[config.mk]
export PLATFORM = sky130hd
export DESIGN_NAME = bomm_decode
export DESIGN_NICKNAME = d
export VERILOG_FILES = /design/src/rtl/core/bomm_pkg.sv /design/src/rtl/core/bomm_decode.sv
export SDC_FILE = /design/constraint.sdc
export NUM_CORES = 1
export LEC_CHECK = 0
export ABC_AREA = 1
export BUFFER_PORTS_ARGS = -buffer_cell sky130_fd_sc_hd__buf_2
export CAP_MARGIN = 20
export CORE_AREA = 2 2 39 41
export DETAILED_ROUTE_END_ITERATION = 16
export DIE_AREA = 0 0 41 43
export GPL_ROUTABILITY_DRIVEN = 0
export PLACE_DENSITY = 0.8
export REMOVE_ABC_BUFFERS = 1
export SLEW_MARGIN = 20
export SYNTH_ARGS = -nofsm -noshare
export SYNTH_HDL_FRONTEND = slang
export SYNTH_SLANG_ARGS = --single-unit
[constraint.sdc]
create_clock -name vclk -period 1.72
set_clock_uncertainty 0.1 [all_clocks]
set_input_delay 0.086 -clock vclk [all_inputs]
set_output_delay 0.086 -clock vclk [all_outputs]
set_load 0.1 [all_outputs]
[src/rtl/core/bomm_pkg.sv]
// Shared types and constants for the boot overlay memory map unit.
// Holds address constants, operation codes and the decode bundle.
// No dependencies.
package bomm_pkg;

  localparam int unsigned BOOT_BYTES_DEF = 256;
  localparam int unsigned IO_BYTES       = 128;
  localparam int unsigned IO_AW          = $clog2(IO_BYTES);

  localparam int unsigned ADDR_W = 16;
  localparam int unsigned DATA_W = 8;

  typedef logic [ADDR_W-1:0] addr_t;
  typedef logic [DATA_W-1:0] byte_t;

  localparam addr_t ADDR_BOOT_END    = 16'h0100;
  localparam addr_t ADDR_BOOT_OFF    = 16'hFF50;
  localparam addr_t ADDR_LCDC        = 16'hFF40;
  localparam addr_t ADDR_STAT        = 16'hFF41;
  localparam addr_t ADDR_SCY         = 16'hFF42;
  localparam addr_t ADDR_SCX         = 16'hFF43;
  localparam addr_t ADDR_WX          = 16'hFF4B;
  localparam addr_t ADDR_WY          = 16'hFF4A;
  localparam addr_t ADDR_IE          = 16'hFFFF;
  localparam addr_t ADDR_IO_BASE     = 16'hFF00;
  localparam addr_t ADDR_IO_LAST     = 16'hFF7F;
  localparam addr_t ADDR_SERIAL_DATA = 16'hFF01;
  localparam addr_t ADDR_SERIAL_CTRL = 16'hFF02;
  localparam addr_t ADDR_DIV         = 16'hFF04;

  localparam int unsigned SERIAL_START_BIT = 7;

  typedef enum logic [1:0] {
    OP_READ  = 2'd0,
    OP_WRITE = 2'd1,
    OP_LOAD  = 2'd2,
    OP_NONE  = 2'd3
  } op_e;

  typedef enum logic [2:0] {
    SRC_ZERO,
    SRC_BOOT,
    SRC_REG,
    SRC_IO,
    SRC_MAIN
  } src_e;

  typedef enum logic [2:0] {
    REG_LCDC,
    REG_STAT,
    REG_SCY,
    REG_SCX,
    REG_WX,
    REG_WY,
    REG_IE
  } reg_e;

  typedef struct packed {
    src_e  rd_src;
    reg_e  reg_sel;
    logic  reg_wr;
    logic  io_wr;
    byte_t io_byte;
    logic  main_wr;
    logic  boot_wr;
    logic  boot_off;
    logic  latch_wr;
    logic  serial_fire;
    logic  div_clear;
  } dec_t;

endpackage

[src/rtl/core/bomm_decode.sv]
// Address decoder: maps one bus access to its store, register and side effects.
// Depends on bomm_pkg.
module bomm_decode #(
  parameter int unsigned BOOT_BYTES = bomm_pkg::BOOT_BYTES_DEF
) (
  input  logic [1:0]      op_i,
  input  bomm_pkg::addr_t addr_i,
  input  bomm_pkg::byte_t value_i,
  input  logic            boot_en_i,
  output bomm_pkg::dec_t  dec_o
);
  import bomm_pkg::*;

  logic boot_in_range;
  logic boot_window;
  logic is_io;
  logic reg_hit;
  reg_e reg_sel;

  assign boot_in_range = {1'b0, addr_i} < (ADDR_W+1)'(BOOT_BYTES);
  assign boot_window   = boot_en_i && (addr_i < ADDR_BOOT_END);
  assign is_io         = (addr_i >= ADDR_IO_BASE) && (addr_i <= ADDR_IO_LAST);

  always_comb begin
    reg_hit = 1'b1;
    reg_sel = REG_LCDC;
    unique case (addr_i)
      ADDR_LCDC: reg_sel = REG_LCDC;
      ADDR_STAT: reg_sel = REG_STAT;
      ADDR_SCY:  reg_sel = REG_SCY;
      ADDR_SCX:  reg_sel = REG_SCX;
      ADDR_WX:   reg_sel = REG_WX;
      ADDR_WY:   reg_sel = REG_WY;
      ADDR_IE:   reg_sel = REG_IE;
      default:   reg_hit = 1'b0;
    endcase
  end

  always_comb begin
    dec_o             = '0;
    dec_o.rd_src      = SRC_ZERO;
    dec_o.reg_sel     = reg_sel;
    unique case (op_e'(op_i))
      OP_READ: begin
        priority if (boot_window) begin
          dec_o.rd_src = boot_in_range ? SRC_BOOT : SRC_ZERO;
        end else if (reg_hit) begin
          dec_o.rd_src = SRC_REG;
        end else if (is_io) begin
          dec_o.rd_src = SRC_IO;
        end else begin
          dec_o.rd_src = SRC_MAIN;
        end
      end
      OP_WRITE: begin
        priority if (boot_en_i && (addr_i == ADDR_BOOT_OFF)) begin
          dec_o.boot_off = 1'b1;
        end else if (reg_hit) begin
          dec_o.reg_wr = 1'b1;
        end else if (is_io) begin
          dec_o.io_wr       = 1'b1;
          dec_o.div_clear   = (addr_i == ADDR_DIV);
          dec_o.io_byte     = dec_o.div_clear ? '0 : value_i;
          dec_o.latch_wr    = (addr_i == ADDR_SERIAL_DATA);
          dec_o.serial_fire = (addr_i == ADDR_SERIAL_CTRL) && value_i[SERIAL_START_BIT];
        end else begin
          dec_o.main_wr = 1'b1;
        end
      end
      OP_LOAD: begin
        dec_o.boot_wr = boot_in_range;
      end
      OP_NONE: begin
      end
      default: begin
      end
    endcase
  end

endmodule
# Yosys cells after proc, flatten, opt, wreduce, memory -nomap -nowiden
# Index checks and enable logic that the tools add are counted.
# Widths: inputs -> output; s select.
dict set report op_classes {
  n_lt_le_gt_ge 4
  n_eq_ne 13
  muxes 20
  reduce_logical 6
}
# cell count
set ops {}
lappend ops {{$eq 16x16->1 const B} 11}
lappend ops {{$lt 16x9->1 const B} 2}
lappend ops {{$mux 11} 2}
lappend ops {{$mux 3} 7}
lappend ops {{$pmux 3 s6} 1}
lappend ops {{$ge 16x16->1 const B} 1}
lappend ops {{$le 16x16->1 const B} 1}
lappend ops {{$mux 10} 1}
lappend ops {{$mux 9} 1}
lappend ops {{$mux 8} 1}
lappend ops {{$reduce_or 7->1} 1}
lappend ops {{$mux 1} 6}
lappend ops {{$logic_and 1x1->1} 4}
lappend ops {{$mux 4} 1}
lappend ops {{$eq 2x1->1 const B} 1}
lappend ops {{$eq 2x2->1 const B} 1}
lappend ops {{$logic_not 2->1} 1}
dict set report totals {
  register_bits 0
  inputBits 27
  output_inout_bits 22
  word_cells 43
}

# Longest topological paths before layout
# Gate-level depths: netlist (run 1).
dict set report depth {
  ltp_word 6
  ltp_mapped 11
}

# Worst setup path before layout (run 1)
# Ideal clock, no wire load.
dict set report synth_path {
  path_type {input -> output}
  startpoint {in addr_i[5]}
  endpoint {out dec_o[17] in the netlist's numbering}
  t_arrival_ns 2.615
  required_time_ns 1.534
  setup_slack_ns -1.081
  path_stages 5
  cell_sequence {inv_1 nand2_1 nor2_1 nand4_1 o21ai_0}
}
# element line
set synth_lines {}
lappend synth_lines {{start: declaration} bomm_decode.sv:7} ;# input bomm_pkg::addr_t addr_i,
lappend synth_lines {{end: declaration} bomm_decode.sv:10} ;# output bomm_pkg::dec_t dec_o

==> reports/metrics.csv, run 1 <==
stage,metric,value,unit
worst_hold_path,hold-path-cell-count,3,
sta,hold_viol,0,
global_route,grt_pass1_wl,3249,µm
route,first_iter_violations,43,
power_and_ir_drop,p_seq_share,0,%
finish,area_growth,139.5,%
power_and_ir_drop,p_per_area,113.7,nW/µm²
power_and_ir_drop,ir_drop,0.00008839,V
route,routedWlPerCell,15.96,µm
sta,fmax,569.5,MHz
floorplan,rows,14,
finish,multiInputGateArea,514.2,µm²
setup_path,cp_max_fo,4,
worst_hold_path,worstHoldStart,op_i[1],
floorplan,die_h,43,µm
global_route,overflow,0,
sta,slew_violations,0,
setup_path,max_stage_delay,0.22,ns
setup_path,critical_path.top_delay_family,simple AND/OR/NAND/NOR gates,
route,vias,1034,
power_and_ir_drop,cellLeakagePower,0.6092,nW
status,status,finished with violations,
power_and_ir_drop,p_int,0.04794,mW
yosys,synth_area,494.2,µm²
route,wl,2921,µm
global_route,grt_max_degree,13,
finish,diodes,0,
power_and_ir_drop,combinationalPowerShare,100.0,%
yosys,yosys.cell_count.top_type,nand2_1,
placement,hpwl,1832,µm
sta,tightest_slew,0.4984,ns
floorplan,io_pins,49,
finish,finish.instance_area,1184,µm²
setup_path,cp.required,1.53,ns
sta,fin_hold_ws,0.4296,ns
yosys,yosysUniqueCellTypes,13,
floorplan,dieArea,1763,µm²
floorplan,start_util,35.71,%
placement,dp.cells,182,
finish,n_fill_cell,91,
yosys,yosysTopAreaCellShare,27.34,%
sta,slew_headroom,66.47,%
route,postRouteAntennaNets,0,
sta,finalCriticalPeriod,1.756,ns
yosys,yosysSeqAreaShare,0,%
setup_path,cp.depth,11,
yosys,ys_top_cells_by_area,"nand2_1, nor2_1, inv_1",
clock_tree,cts_setup_buffers,0,
floorplan,dieWidth,41,µm
finish,drive_above_1_share,46.11,%
yosys,synth_area_per_cell,4.224,µm²
setup_path,criticalPathCategory,primary input to primary output,
route,firstDrtPassIters,5,
yosys,synth_top_area_cell,nand2_1,
setup_path,start_kind,primary input,
yosys,yosys_warnings,0,
worst_hold_path,hold_end,dec_o[3],
placement,pre_cts_ws,-0.03276,ns
finish,seq_cells,0,
power_and_ir_drop,clockPowerShare,0,%
global_route,first_global_vias,869,
route,vias_per_cell,5.650,
placement,placed_area,1071,µm²
flow_run,maxCapViolCount,0,
floorplan,fp.coreArea,1384,µm²
finish,nets,196,
route,drcViolationCount,0,
setup_path,path_cells,"buf_2, inv_2, nor2_1, nand3_1, inv_1, nand2_2, nand3_1, nor2_1, inv_1, nor2_1, buf_12",
sta,fin_ws,-0.03591,ns
global_route,grt_usage,24.68,%
setup_path,cp.buffers_inverters,5,
sta,setup_viol,6,
worst_hold_path,worstHoldPathType,primary input to primary output,
sta,period_share,102.1,%
global_route,antenna_found_initial,0,
status,violations,negative setup slack,
yosys,synthCells,117,
finish,clkbuf_count,0,
setup_path,path_common_cell,nor2_1,
placement,port_buffers,49,
finish,regArea,0,µm²
yosys,yosys-top-cells-count,"nand2_1, nor2_1, inv_1",
finish,layoutNonFillerInstCount,183,
power_and_ir_drop,p_sw,0.08660,mW
setup_path,critPathCaptureType,primary output,
setup_path,slowest_stage,nor2_1,
setup_path,critPathArrivalTime,1.57,ns
power_and_ir_drop,p_sw_share,64.37,%
sta,setup-tns-final,-0.1093,ns
-- metrics by stage --
stage / utilization (%) / power, mW
after floorplan: - / 0.05542
after global placement: 77.40 / 0.1092
after detailed placement: 77.40 / 0.1159
after CTS: 77.40 / 0.1162
after global routing: 85.53 / 0.1426
final: 85.53 / 0.1345
-- worst max path at each step --
stage,endpoint,startpoint
detailed placement,dec_o[8],addr_i[9]
floorplan,dec_o[17],addr_i[5]
finish,dec_o[21],addr_i[1]
CTS,dec_o[0],addr_i[9]
global route,dec_o[21],addr_i[1]
global placement,dec_o[0],addr_i[13]
-- worst min-delay path, stage by stage --
cell    delay (ns)
buf_2         0.11
nor3_1        0.08
buf_12        0.17
-- cells by family after synthesis --
logic type / count (synthesis) / share of synthesized area [%]
AND/OR/NAND/NOR: 92 / 78.74
buffers and inverters: 22 / 18.23
AO/OA/AOI/OAI: 3 / 3.037
-- layout by cell type, fill, tap and decap left out, types with 2 or more instances in the layout --
cell type,Yosys,layout
nor2_2,3,8
nor2_1,35,23
nand3_4,0,2
o21ai_0,2,2
buf_2,0,27
nor2_4,0,7
buf_12,0,21
nor3_1,2,2
nand4_1,5,5
nand2_1,36,32
inv_2,0,4
inv_1,21,17
nand3_1,8,7
nand2_2,1,4
-- per-layer routing --
| metal | routed length (µm) | GRT usage [%] |
|---|---|---|
| met3 | 219 | 1.047 |
| met2 | 1590 | 49.38 |
| met4 | 170 | 4.000 |
| met5 | 0 | 0 |
| met1 | 940 | 25.63 |
-- area by class of cell --
type	count	share of cell area, %
inverters	21	6.660
multi-input cells	96	43.45
well taps	16	1.691
repair buffers	50	48.20
-- repair_timing --
item	in CTS	in global routing
gates resized for setup	0	32
pin swaps	0	7
endpoints found under the setup margin	10	15
hold buffers	0	0
endpoints found under the hold margin	0	0
gates cloned	0	1
-- power groups by stage --
stage / registers (mW) / logic [mW] / clock network, mW
6_report: 0 / 0.135 / 0
3_3_place_gp: 0 / 0.109 / 0
2_1_floorplan: 0 / 0.0554 / 0
3_5_place_dp: 0 / 0.116 / 0
5_1_grt: 0 / 0.143 / 0
4_1_cts: 0 / 0.116 / 0
No activity file was read; power rests on OpenSTA's default activity.
==> inputs of run 2 (changes only) <==
==> constraint.sdc (replaced) <==
create_clock -name vclk -period 1.72
set_clock_uncertainty 0.1 [all_clocks]
set_input_delay 0.172 -clock vclk [all_inputs]
set_output_delay 0.172 -clock vclk [all_outputs]
set_load 0.1 [all_outputs]
==> run 2 against run 1 <==
The flow now stops in clock tree synthesis. Synthesized cell count unchanged. Area after synthesis unchanged.
==> reports/metrics.csv, run 2 <==
stage,metric,value,unit
status,status,did not finish,
status,lastStage,clock tree synthesis,
status,firstError,"[ERROR DPL-0038] Utilization greater than 100%, impossible to legalize",
yosys,yosysTopAreaCellShare,27.34,%
yosys,synthCells,117,
floorplan,io_pins,49,
yosys,synth_area,494.2,µm²
yosys,synth_area_per_cell,4.224,µm²
clock_tree,hold_buffers,0,
yosys,synth_top_area_cell,nand2_1,
floorplan,rows,14,
yosys,yosys.cell_count.top_type,nand2_1,
yosys,yosysUniqueCellTypes,13,
yosys,ys_top_cells_by_area,"nand2_1, nor2_1, inv_1",
yosys,yosys_warnings,0,
yosys,yosysSeqAreaShare,0,%
placement,port_buffers,49,
placement,hpwl,2093,µm
floorplan,start_util,35.71,%
yosys,yosys-top-cells-count,"nand2_1, nor2_1, inv_1",
floorplan,dieWidth,41,µm
placement,placed_area,1191,µm²
clock_tree,cts_resized,50,
floorplan,die_h,43,µm
placement,pre_cts_ws,-0.2129,ns
clock_tree,cts_setup_buffers,5,
==> run 2: cell counts after synthesis <==
Identical to the previous run, type by type.
==> run 2: kinds of logic after synthesis <==
kind of cell,Yosys count,synth area share (%)
simple gates,92,78.74
buf+inv,22,18.23
compound gates,3,3.037
==> run 2: stage by stage <==
stage | setup TNS (ns) | std cells | hold slack [ns]
2_1_floorplan | -18.06 | 116 | 0.4952
3_3_place_gp | -0.2167 | 198 | 0.5855
3_5_place_dp | -2.629 | 198 | 0.5956
==> inputs of run 3 (changes only) <==
- CORE_AREA: 2 2 39 41 -> 2 2 63 65
- DIE_AREA: 0 0 41 43 -> 0 0 65 67
- PLACE_DENSITY: 0.8 -> unset
- PLACE_DENSITY_LB_ADDON: unset -> 0.15
==> run 3 against run 2 <==
The flow now finishes, with violations (negative setup slack).
==> reports/metrics.csv, run 3 (synthesis gave the netlist of run 1 again) <==
stage,metric,value,unit
status,status,finished with violations,
status,violations,negative setup slack,
setup_path,critPathCaptureType,primary output,
route,drcViolationCount,0,
global_route,antenna_found_initial,0,
worst_hold_path,hold-path-cell-count,4,
floorplan,start_util,13.71,%
route,vias,914,
route,met3_length,86,µm
sta,finalCriticalPeriod,1.726,ns
route,routedWlPerCell,9.368,µm
placement,port_buffers,49,
finish,n_fill_cell,378,
finish,layout_common_cells,"buf_4, nand2_1, buf_12",
floorplan,die_h,67,µm
power_and_ir_drop,ir_drop,0.00005423,V
placement,hpwl,1840,µm
finish,area_growth,224.6,%
route,wl_met1,969,µm
finish,regArea,0,µm²
finish,finish.instance_area,1604,µm²
route,postRouteAntennaNets,0,
sta,fin_ws,-0.005582,ns
power_and_ir_drop,p_sw,0.09703,mW
finish,clkbuf_count,0,
route,firstDrtPassIters,4,
finish,nets,223,
finish,drive_above_1_share,65.46,%
global_route,grt_usage,9.872,%
setup_path,cp.required,1.45,ns
power_and_ir_drop,clockPowerShare,0,%
finish,diodes,0,
global_route,first_global_vias,847,
sta,hold_viol,0,
finish,multiInputGateArea,609.3,µm²
sta,grt_setup_unrepaired,yes,
power_and_ir_drop,p_per_area,120.6,nW/µm²
sta,slew_headroom,67.99,%
global_route,grt_max_degree,9,
setup_path,criticalPathCategory,primary input to primary output,
setup_path,critPathArrivalTime,1.45,ns
setup_path,start_kind,primary input,
finish,seq_cells,0,
placement,placed_area,1291,µm²
power_and_ir_drop,p_seq_share,0,%
route,vias_per_cell,3.777,
sta,slew_violations,0,
floorplan,io_pins,49,
floorplan,dieWidth,65,µm
route,wl_met2,1212,µm
global_route,overflow,0,
sta,setup_viol,1,
route,top_layer_used,met3,
route,wl,2267,µm
finish,layout_commonest_cell,buf_4,
global_route,grt_pass1_wl,3553,µm
floorplan,dieArea,4355,µm²
flow_run,maxCapViolCount,0,
power_and_ir_drop,cellLeakagePower,0.8046,nW
setup_path,cp_max_fo,6,
floorplan,rows,22,
placement,pre_cts_ws,-0.1217,ns
sta,fin_hold_ws,0.6201,ns
power_and_ir_drop,p_sw_share,50.18,%
power_and_ir_drop,p_int,0.09634,mW
sta,tightest_slew,0.4835,ns
power_and_ir_drop,combinationalPowerShare,100.0,%
worst_hold_path,worstHoldPathType,primary input to primary output,
sta,period_share,100.3,%
route,first_iter_violations,9,
floorplan,fp.coreArea,3606,µm²
sta,fmax,579.5,MHz
==> run 3: final timing paths <==
check / start / to / slack, ns
min: value_i[3] / dec_o[9] / 0.62
max: addr_i[8] / dec_o[6] / -0.006
==> run 3: what timing repair did <==
action	4_1_cts	5_1_grt
gates resized for setup	18	67
endpoints found under the setup margin	12	19
gates cloned	1	0
pin swaps	0	22
buffers inserted	0	3
hold buffers	0	0
==> run 3: worst max-delay path, stage by stage <==
cell and delay [ns]:
buf_2 0.11, nand2_2 0.08, nor2_4 0.05, nand2_4 0.08, nor2_2 0.05, nand2_2 0.09, nand2_2 0.07, nor2_4 0.17
nand3_4 0.21, nor2_4 0.19, buf_12 0.18
==> run 3: per-stage QoR <==
stage                     std cells    TNS, ns  utilization [%]  power (mW)
final                           242  -0.005582            44.48      0.1934
after global routing            242    -0.5659            44.48      0.2105
after CTS                       239   -0.06239            37.75      0.1438
after detailed placement        238     -1.214            35.81      0.1386
after global placement          238     -1.027            35.81      0.1390
after floorplan                 116     -18.06                -     0.05542
==> run 3: layer usage <==
layer | track usage (%) | vias to the layer above
met5 | 0 | -
li1 | - | 512
met1 | 12.90 | 384
met4 | 0.5319 | 0
met3 | 0.6757 | 0
met2 | 18.43 | 18
==> run 3: final cells by class <==
cell class                 count  share of cell area (%)
timing repair buffer          77                   53.20
multi-input combinational     96                   37.99
inverter                      21                   5.070
tap                           48                   3.744
==> run 3: power by group through the flow <==
stage | Clock (mW) | Combinational, mW | Sequential, mW
after floorplan | 0 | 0.0554 | 0
after global placement | 0 | 0.139 | 0
after detailed placement | 0 | 0.139 | 0
after CTS | 0 | 0.144 | 0
after global routing | 0 | 0.210 | 0
final | 0 | 0.193 | 0
